$ cat src/sv/ecs_pkg.sv
`default_nettype none

package ecs_pkg;

	localparam int DEF_COUNT_WIDTH = 32;
	localparam int DEF_CHANNELS    = 2;

	// The result item always reports the left and the right channel.
	localparam int RES_CHANNELS = 2;
	localparam int DELTA_W      = 16;
	localparam int GAIN_W       = 16;
	localparam int SCALED_W     = 24;
	localparam int Q_SHIFT      = 8;
	localparam int POL_W        = 2;
	localparam int CFG_IDX_W    = 2;

	localparam logic [POL_W-1:0]  POLARITY_RST   = 2'd1;
	localparam logic [GAIN_W-1:0] RPM_GAIN_RST   = 16'd14043;
	localparam logic [GAIN_W-1:0] SPEED_GAIN_RST = 16'd47794;

	typedef enum logic [CFG_IDX_W-1:0] {
		REG_POLARITY   = 2'd0,
		REG_RPM_GAIN   = 2'd1,
		REG_SPEED_GAIN = 2'd2
	} cfg_reg_t;

	typedef enum logic {
		CMD_EDGE = 1'b0,
		CMD_TICK = 1'b1
	} cmd_t;

	typedef struct packed {
		logic pulse;
		logic tick;
		logic channel;
		logic b_level;
	} ctrl_t;

endpackage

`default_nettype wire

$ cat src/sv/ecs_counter.sv
`default_nettype none

module ecs_counter #(
	parameter int COUNT_WIDTH = ecs_pkg::DEF_COUNT_WIDTH,
	parameter int CHANNELS    = ecs_pkg::DEF_CHANNELS
) (
	input  logic                                                    clk,
	input  logic                                                    arst_n,
	input  ecs_pkg::ctrl_t                                          ctrl,
	input  logic [ecs_pkg::POL_W-1:0]                               polarity,
	output logic [ecs_pkg::RES_CHANNELS-1:0][ecs_pkg::DELTA_W-1:0] delta_s1
);
	import ecs_pkg::*;

	logic [COUNT_WIDTH-1:0] pulse_q   [CHANNELS];
	logic [COUNT_WIDTH-1:0] sampled_q [CHANNELS];
	logic                   up;

	// The difference is read as a signed value and clipped to 16 bits.
	function automatic logic [DELTA_W-1:0] sat_delta(input logic [COUNT_WIDTH-1:0] diff);
		logic [COUNT_WIDTH-DELTA_W:0] hi;
		hi = diff[COUNT_WIDTH-1:DELTA_W-1];
		if ((hi == '0) || (hi == '1)) begin
			return diff[DELTA_W-1:0];
		end else if (diff[COUNT_WIDTH-1]) begin
			return {1'b1, {(DELTA_W-1){1'b0}}};
		end else begin
			return {1'b0, {(DELTA_W-1){1'b1}}};
		end
	endfunction

	assign up = ctrl.b_level ? polarity[ctrl.channel] : !polarity[ctrl.channel];

	always_ff @(posedge clk or negedge arst_n) begin
		if (!arst_n) begin
			for (int c = 0; c < CHANNELS; c++) begin
				pulse_q[c]   <= '0;
				sampled_q[c] <= '0;
			end
		end else begin
			for (int c = 0; c < CHANNELS; c++) begin
				if (ctrl.pulse && (int'(ctrl.channel) == c)) begin
					pulse_q[c] <= up ? pulse_q[c] + 1'b1 : pulse_q[c] - 1'b1;
				end
				if (ctrl.tick) begin
					sampled_q[c] <= pulse_q[c];
				end
			end
		end
	end

	for (genvar r = 0; r < RES_CHANNELS; r++) begin : g_delta
		if (r < CHANNELS) begin : g_live
			always_ff @(posedge clk) begin
				if (ctrl.tick) begin
					delta_s1[r] <= sat_delta(pulse_q[r] - sampled_q[r]);
				end
			end
		end else begin : g_absent
			always_ff @(posedge clk) begin
				if (ctrl.tick) begin
					delta_s1[r] <= '0;
				end
			end
		end
	end

endmodule

`default_nettype wire

$ cat src/sv/encoder_count_and_speed.sv
`default_nettype none

// Channel   Handshake                 Payload
// item      item_valid / item_stall   command, channel, b_level
// result    result_valid / result_stall  delta_*, rpm_*, speed_* (left, right)
// config    cfg_valid / cfg_ready     cfg_index, cfg_data
//
// An edge updates its pulse counter at the clock edge that accepts it.
// A tick captures the clipped deltas in the first stage; the gain multipliers
// feed the output register, so a result is registered in both stages.
// One item is accepted per cycle while item_stall is low; item_stall rises only
// while both stages are full and the output is stalled. Reset clears counters and
// valid flags and loads the default polarity and gains.
module encoder_count_and_speed #(
	parameter int COUNT_WIDTH = ecs_pkg::DEF_COUNT_WIDTH,
	parameter int CHANNELS    = ecs_pkg::DEF_CHANNELS
) (
	input  logic                                  clk,
	input  logic                                  arst_n,
	input  logic                                  item_valid,
	output logic                                  item_stall,
	input  logic                                  command,
	input  logic                                  channel,
	input  logic                                  b_level,
	output logic                                  result_valid,
	input  logic                                  result_stall,
	output logic signed [ecs_pkg::DELTA_W-1:0]    delta_left,
	output logic signed [ecs_pkg::DELTA_W-1:0]    delta_right,
	output logic signed [ecs_pkg::SCALED_W-1:0]   rpm_left,
	output logic signed [ecs_pkg::SCALED_W-1:0]   rpm_right,
	output logic signed [ecs_pkg::SCALED_W-1:0]   speed_left,
	output logic signed [ecs_pkg::SCALED_W-1:0]   speed_right,
	input  logic                                  cfg_valid,
	output logic                                  cfg_ready,
	input  logic [ecs_pkg::CFG_IDX_W-1:0]         cfg_index,
	input  logic [ecs_pkg::GAIN_W-1:0]            cfg_data
);
	import ecs_pkg::*;

	localparam int PROD_W = DELTA_W + GAIN_W + 1;

	logic [POL_W-1:0]  polarity_q;
	logic [GAIN_W-1:0] rpm_gain_q;
	logic [GAIN_W-1:0] speed_gain_q;

	logic  s1_valid_q;
	logic  out_valid_q;
	logic  out_adv;
	logic  s1_adv;
	logic  accept;
	ctrl_t ctrl;

	logic [RES_CHANNELS-1:0][DELTA_W-1:0] delta_s1;
	logic signed [PROD_W-1:0] rpm_prod   [RES_CHANNELS];
	logic signed [PROD_W-1:0] speed_prod [RES_CHANNELS];

	logic [DELTA_W-1:0]  delta_q [RES_CHANNELS];
	logic [SCALED_W-1:0] rpm_q   [RES_CHANNELS];
	logic [SCALED_W-1:0] speed_q [RES_CHANNELS];

	assign cfg_ready = 1'b1;

	always_ff @(posedge clk or negedge arst_n) begin
		if (!arst_n) begin
			polarity_q   <= POLARITY_RST;
			rpm_gain_q   <= RPM_GAIN_RST;
			speed_gain_q <= SPEED_GAIN_RST;
		end else if (cfg_valid && cfg_ready) begin
			case (cfg_index)
				REG_POLARITY:   polarity_q   <= cfg_data[POL_W-1:0];
				REG_RPM_GAIN:   rpm_gain_q   <= cfg_data;
				REG_SPEED_GAIN: speed_gain_q <= cfg_data;
				default: ;
			endcase
		end
	end

	assign out_adv    = !out_valid_q || !result_stall;
	assign s1_adv     = s1_valid_q && out_adv;
	assign item_stall = s1_valid_q && !out_adv;
	assign accept     = item_valid && !item_stall;

	always_comb begin
		ctrl.pulse   = accept && (command == CMD_EDGE);
		ctrl.tick    = accept && (command == CMD_TICK);
		ctrl.channel = channel;
		ctrl.b_level = b_level;
	end

	ecs_counter #(
		.COUNT_WIDTH (COUNT_WIDTH),
		.CHANNELS    (CHANNELS)
	) u_counter (
		.clk      (clk),
		.arst_n   (arst_n),
		.ctrl     (ctrl),
		.polarity (polarity_q),
		.delta_s1 (delta_s1)
	);

	always_ff @(posedge clk or negedge arst_n) begin
		if (!arst_n) begin
			s1_valid_q  <= 1'b0;
			out_valid_q <= 1'b0;
		end else begin
			if (ctrl.tick) begin
				s1_valid_q <= 1'b1;
			end else if (s1_adv) begin
				s1_valid_q <= 1'b0;
			end
			if (out_adv) begin
				out_valid_q <= s1_valid_q;
			end
		end
	end

	// Taking bits 31:8 of the product is the floor of the product over 256.
	for (genvar r = 0; r < RES_CHANNELS; r++) begin : g_scale
		assign rpm_prod[r]   = $signed(delta_s1[r]) * $signed({1'b0, rpm_gain_q});
		assign speed_prod[r] = $signed(delta_s1[r]) * $signed({1'b0, speed_gain_q});

		always_ff @(posedge clk) begin
			if (s1_adv) begin
				delta_q[r] <= delta_s1[r];
				rpm_q[r]   <= rpm_prod[r][SCALED_W+Q_SHIFT-1:Q_SHIFT];
				speed_q[r] <= speed_prod[r][SCALED_W+Q_SHIFT-1:Q_SHIFT];
			end
		end
	end

	assign result_valid = out_valid_q;
	assign delta_left   = delta_q[0];
	assign delta_right  = delta_q[1];
	assign rpm_left     = rpm_q[0];
	assign rpm_right    = rpm_q[1];
	assign speed_left   = speed_q[0];
	assign speed_right  = speed_q[1];

endmodule

`default_nettype wire

$ cat config.mk
export PLATFORM = sky130hd
export DESIGN_NAME = encoder_count_and_speed
export DESIGN_NICKNAME = d
export VERILOG_FILES = /design/src/sv/ecs_pkg.sv /design/src/sv/ecs_counter.sv /design/src/sv/encoder_count_and_speed.sv
export SDC_FILE = /design/constraint.sdc
export NUM_CORES = 2
export LEC_CHECK = 0
export BUFFER_PORTS_ARGS = -buffer_cell sky130_fd_sc_hd__buf_2
export CAP_MARGIN = 10
export CELL_PAD_IN_SITES_DETAIL_PLACEMENT = 1
export CELL_PAD_IN_SITES_GLOBAL_PLACEMENT = 2
export CORE_ASPECT_RATIO = 1.2
export CORE_MARGIN = 2
export CORE_UTILIZATION = 45
export DETAILED_ROUTE_END_ITERATION = 8
export GPL_TIMING_DRIVEN = 0
export PLACE_DENSITY_LB_ADDON = 0.1
export SYNTH_ARGS = -nofsm -noshare
export SYNTH_HDL_FRONTEND = slang
export SYNTH_SLANG_ARGS = --single-unit
$ cat constraint.sdc
create_clock -name clk -period 31.5 [get_ports clk]
set_clock_uncertainty 0.1 [all_clocks]
set_input_delay 3.15 -clock clk [delete_from_list [all_inputs] [get_ports clk]]
set_output_delay 3.15 -clock clk [all_outputs]
set_load 0.02 [all_outputs]
======== Yosys cells after proc, flatten, opt, wreduce, memory -nomap -nowiden ========
Memory sizes are Yosys's and may differ from the RTL's.
Index checks and enable logic that the tools add are counted.
Widths: inputs -> output; s select.
word-level totals
  register bits after elaboration ......... 196
  bits in writable memories ............... 128
  input port bits ......................... 26
  output and inout port bits .............. 131
  logic and storage cells ................. 66
  memories kept ........................... 3
memories
  memory   words  width  read ports  clocked after Yosys merged registers in  wr ports  RTL line                       source
  rpm_q    2      24     2           0                                        2         encoder_count_and_speed.sv:58  logic [SCALED_W-1:0] rpm_q [RES_CHANNELS];
  speed_q  2      24     2           0                                        2         encoder_count_and_speed.sv:59  logic [SCALED_W-1:0] speed_q [RES_CHANNELS];
  delta_q  2      16     2           0                                        2         encoder_count_and_speed.sv:57  logic [DELTA_W-1:0] delta_q [RES_CHANNELS];
cells by class
  $add $sub $neg .......................... 6
  multiply operators ...................... 4
  $lt $le $gt $ge ......................... 1
  eq/ne operators ......................... 4
  mux-type cells .......................... 13
  bitwise operators ....................... 2
  reductions and logical operators ........ 22
operators by type and width
  kind                   count
  $mul 16x17->32         4
  $add 32x1->32 const B  2
  $mux 16                4
  $mux 32                2
  $sub 32x1->32 const B  2
  $sub 32x32->32         2
  $eq 17x17->1 const B   2
  $logic_not 17->1       2
  $logic_and 1x1->1      7
  $mux 1                 7
  $reduce_and 2->1       3
  $logic_not 1->1        5
  $logic_or 1x1->1       3
  $eq 2x1->1 const B     1
  $eq 2x2->1 const B     1
  $logic_not 2->1        1
  $lt 1x2->1 const B     1
  $not 1->1              2
  $reduce_bool 2->1      1

======== Logic depth before layout (Yosys ltp) ========
  word-level depth ........................ 8
  gate-level depth with buffers ........... 26
  gate-level depth less buffers ........... 24

======== Hierarchy ========
From an unflattened synthesis, not the netlist that was laid out.
unflattened totals
  cell total of the unflattened synthesis .. 5500
  area total of the unflattened synthesis .. 51057.7 um^2
modules (own cells, without submodules)
  module                   times used  cells an instance  area an instance (um^2)  sequential area each (um^2)
  encoder_count_and_speed  1           4080               38775.9                  4769.6
  ecs_counter              1           1420               12281.8                  4164.0

======== Worst setup path before layout ========
Ideal clock, no wire load.
  kind .................................... input port to flip-flop
  from .................................... input result_stall
  to ...................................... memory delta_q[0][0] (enable)
  setup time .............................. 811 ps
  arrival time ............................ 12364 ps
  required time ........................... 30589 ps
  setup slack ............................. 18225 ps
  stages on the path ...................... 1
  path buffers ............................ 0
  cell sequence ........................... a21boi_0
RTL lines
  element             RTL line                       source
  start: declaration  encoder_count_and_speed.sv:26  input logic result_stall,
  end: declaration    encoder_count_and_speed.sv:57

==> results by group <==
Setup path
  – Worst-path cell chain: clkbuf_1 > clkbuf_1 > nand2_1 > fa_1 > fa_1 > fa_1 > inv_1 > fa_1 > fa_1 > inv_1 > fa_1 > inv_1 > ha_1 > a211o_1 > or4b_2 > o21ai_0 > a31oi_1 > a41o_1 > o41ai_1 > o21bai_1 > a21oi_1 > xnor2_1
  – Cell repeated most along the worst path: fa_1
  – Worst path arrival time: 9.47 ns
  – Startpoint type of the worst setup path: register
  – R2R depth: 22
  – Reg2reg end: speed_q[0][23]$_DFFE_PP_
  – Crit path required time: 31.80 ns
  – Max incr delay on CP: about 0.71 ns
  – Setup CP Type: register to register
  – Largest delay share family, worst path: adder cells
  – Buf/Inv on CP: 5
  – Worst Setup End Kind: register
  – Setup slack, reg-to-reg: 22.33 ns
  – Max FO, Critical Path: 10
  – Critical-path top delay cell: clkbuf_1
  – Worst r2r src: u_counter.delta_s1[1]$_DFFE_PP_

Die
  – Io pins: 157
  – # rows: 135
  – Die height: 372.9 microns
  – Die Area: approximately 0.12 sq mm
  – Die width: 311.4 microns
  – Core area: 0.1127 sq mm
  – Initial Util: 45.30%

Logic synthesis
  – Mapped Area: approximately 0.051 sq mm
  – Fraction of registers with async set/reset: 50.62%
  – Yosys warnings: 0
  – Top cell type's share of synthesized area: between 30% and 40%
  – Post-synthesis register bit count: between 300 and 400
  – Number of flops mapped to enable cells by yosys: 160
  – Seq/Total Area, Yosys: 17.50%
  – Post-Synthesis Cells: 5398
  – Post-synthesis cell type count: 90
  – Syn_area_per_cell: 9.455 sq um
  – Net Count, Synth: 6778
  – Main flop type after synthesis: edfxtp_1
  – Cell taking the most area after synthesis: fa_1
  – Leading post-synthesis cells by cell area: fa_1, ha_1, edfxtp_1, inv_1, dfrtp_1

Run
  – Max_cap viols: 0

GRT
  – Largest net degree at the start of global routing: 89
  – First-pass GRT wire length: between 200000 and 300000 microns
  – Total track usage: 28.76%
  – Number of global-route vias before repair: 43163
  – GR Overflow Total: 0
  – Initial antenna violation count: 12

Clock tree
  – Clock Root Buffer: clkbuf_16
  – CTS resizes: 0
  – Number of H-tree levels: 2
  – Num CTS Buffers: 43
  – Clock buffer depth: 3
  – Clock sink total: 324
  – Clock slew seen by the registers of the worst setup and hold paths: 0.06 ns
  – # hold bufs at CTS: 0
  – TritonCTS clock tree: done
  – Clk Latency, worst-skew pair: 0.66 ns
  – Postcts setup bufs: 0

Routing
  – Initial DRC count: 1777
  – ANT nets after route: 0
  – Vias after detailed routing: 38513
  – WL per Instance: between 20 and 25 microns
  – DR DRC count: 0
  – Final wirelength: between 150000 and 200000 microns
  – DRT Pass-1 Iters: 5
  – Vias per cell: about 5.4

STA
  – Final setup margin: ~22 ns
  – Period utilisation layout: just under 30%
  – Fin. Hold Viols: 0
  – RSZ-0062 raised after global routing: false
  – Slew @ Worst Pin: 1.275 ns
  – # setup viols final: 0
  – Fin Setup TNS: 0 ns
  – Final Max Slew Viols: 0
  – Slew margin rel.: 14.98%
  – Maximum clock frequency: 0.1091 GHz
  – Tmin final: 9.170 ns

Final layout
  – Final #Nets: 6989
  – Filler Cell Count: ~13000
  – Layout area overhead: 8.576%
  – Most frequent cells in the layout: inv_1, fa_1, nand2_1
  – Commonest non-fill, non-tap cell in the layout: inv_1
  – Share of cells above drive strength 1: just over 7%
  – Final Util: roughly 49%

Min path
  – Worst Hold Path Cells: 2
  – Hold wc startpoint: u_counter.sampled_q[32]$_DFFE_PN0P_
  – WHS Endpoint: u_counter.sampled_q[32]$_DFFE_PN0P_
  – Path category of the worst min-delay check: register to register

Placement
  – Gpl congestion: 0.9275
  – Dpl ws: 22.22 ns
  – Dpl hpwl: around 130000 microns
  – PortBufs: 155

Status
  – Run status: completed
[sequential cells by signal, summed over array words and instances (netlist names)]
signal / flops
delta_q: 32
polarity_q: 2
result_valid: 1
rpm_gain_q: 16
rpm_q: 48
s1_valid_q: 1
speed_gain_q: 16
speed_q: 48
u_counter.delta_s1: 32
u_counter.pulse_q: 64
u_counter.sampled_q: 64
[stage by stage]
| step | hold slack [ns] | cell area [sq um] | std cells |
|---|---|---|---|
| finish | 0.3929 | 55410 | 7158 |
| floorplan | 0.3244 | 51040 | 5398 |
| global placement | 0.3666 | 53700 | 7060 |
| CTS | 0.4019 | 55370 | 7150 |
| detailed placement | 0.3813 | 53930 | 7070 |
| global route | 0.4185 | 55400 | 7152 |
[worst max path at each step]
stage	depth (start not counted)	endpoint	start
2_1_floorplan	1	delta_q[0][0]$_DFFE_PP_	result_stall
3_5_place_dp	22	speed_q[0][23]$_DFFE_PP_	u_counter.delta_s1[1]$_DFFE_PP_
5_1_grt	22	speed_q[0][23]$_DFFE_PP_	u_counter.delta_s1[1]$_DFFE_PP_
3_3_place_gp	2	rpm_q[0][3]$_DFFE_PP_	result_stall
6_report	22	speed_q[0][23]$_DFFE_PP_	u_counter.delta_s1[1]$_DFFE_PP_
4_1_cts	22	speed_q[0][23]$_DFFE_PP_	u_counter.delta_s1[1]$_DFFE_PP_
[worst register-to-register path, cell delays in order, from the launching register on]
cell and delay [ns]:
edfxtp_1 0.62, clkbuf_1 0.65, clkbuf_1 0.72, nand2_1 0.19, fa_1 0.55, fa_1 0.51, fa_1 0.52, inv_1 0.06
fa_1 0.49, fa_1 0.49, inv_1 0.05, fa_1 0.47, inv_1 0.04, ha_1 0.31, a211o_1 0.37, or4b_2 0.65
o21ai_0 0.44, a31oi_1 0.26, a41o_1 0.32, o41ai_1 0.49, o21bai_1 0.18, a21oi_1 0.21, xnor2_1 0.24
[layer usage]
layer / wire length [microns] / share of wire, % / vias up / global-route usage (%)
met5: 41 / 0.025 / - / 0
met4: 9115 / 5.6 / 6 / 13.69
met3: 7865 / 4.8 / 369 / 3.740
met2: 82750 / 51 / 926 / 51.70
met1: 62950 / 39 / 19863 / 33.76
li1: - / - / 17349 / -
[Yosys cell counts (4+ instances only)]
| master | number |
|---|---|
| a2111oi_0 | 7 |
| a211o_1 | 6 |
| a211oi_1 | 30 |
| a21o_1 | 90 |
| a21oi_1 | 157 |
| a21oi_2 | 10 |
| a221oi_1 | 5 |
| a22oi_1 | 4 |
| a31oi_1 | 21 |
| and2_1 | 469 |
| and3_1 | 20 |
| and4_1 | 7 |
| buf_2 | 5 |
| buf_4 | 6 |
| clkbuf_1 | 224 |
| dfrtp_1 | 144 |
| dfstp_2 | 20 |
| edfxtp_1 | 160 |
| fa_1 | 776 |
| ha_1 | 578 |
| inv_1 | 1059 |
| mux2_2 | 100 |
| nand2_1 | 641 |
| nand2b_1 | 54 |
| nand3_1 | 42 |
| nand4_1 | 23 |
| nor2_1 | 139 |
| nor2b_1 | 31 |
| nor3_1 | 28 |
| nor3b_1 | 10 |
| nor4_1 | 4 |
| nor4b_1 | 4 |
| o2111ai_1 | 8 |
| o211ai_1 | 14 |
| o21a_1 | 25 |
| o21ai_0 | 129 |
| o21bai_1 | 34 |
| o31ai_1 | 14 |
| or3_1 | 11 |
| xnor2_1 | 120 |
| xor2_1 | 88 |
[cells by family after synthesis]
kind of cell / count (synthesis) / synth area share [%]
compound gates: 603 / 7.745
xor+xnor: 208 / 3.570
fa+ha+maj: 1354 / 44.61
buf+inv: 1300 / 9.669
flops: 324 / 17.50
mux: 103 / 2.265
other cells: 1 / 0.007348
simple gates: 1505 / 14.63
[layout make-up]
type | count | area (sq um) | share of cell area (%)
plain buffers | 240 | 955.9 | 1.725
flip-flops and latches | 324 | 8934 | 16.12
diodes | 7 | 17.52 | 0.03161
clock buffers | 47 | 1101 | 1.987
well taps | 1507 | 1886 | 3.403
inverters | 1060 | 3979 | 7.180
multi-input cells | 3774 | 37190 | 67.11
clock inverters | 33 | 337.8 | 0.6096
repair buffers | 166 | 1016 | 1.833
Power is left out: the tool's default activity adds up to more than one toggle a clock period on the data nets, which glitch-free logic cannot reach.
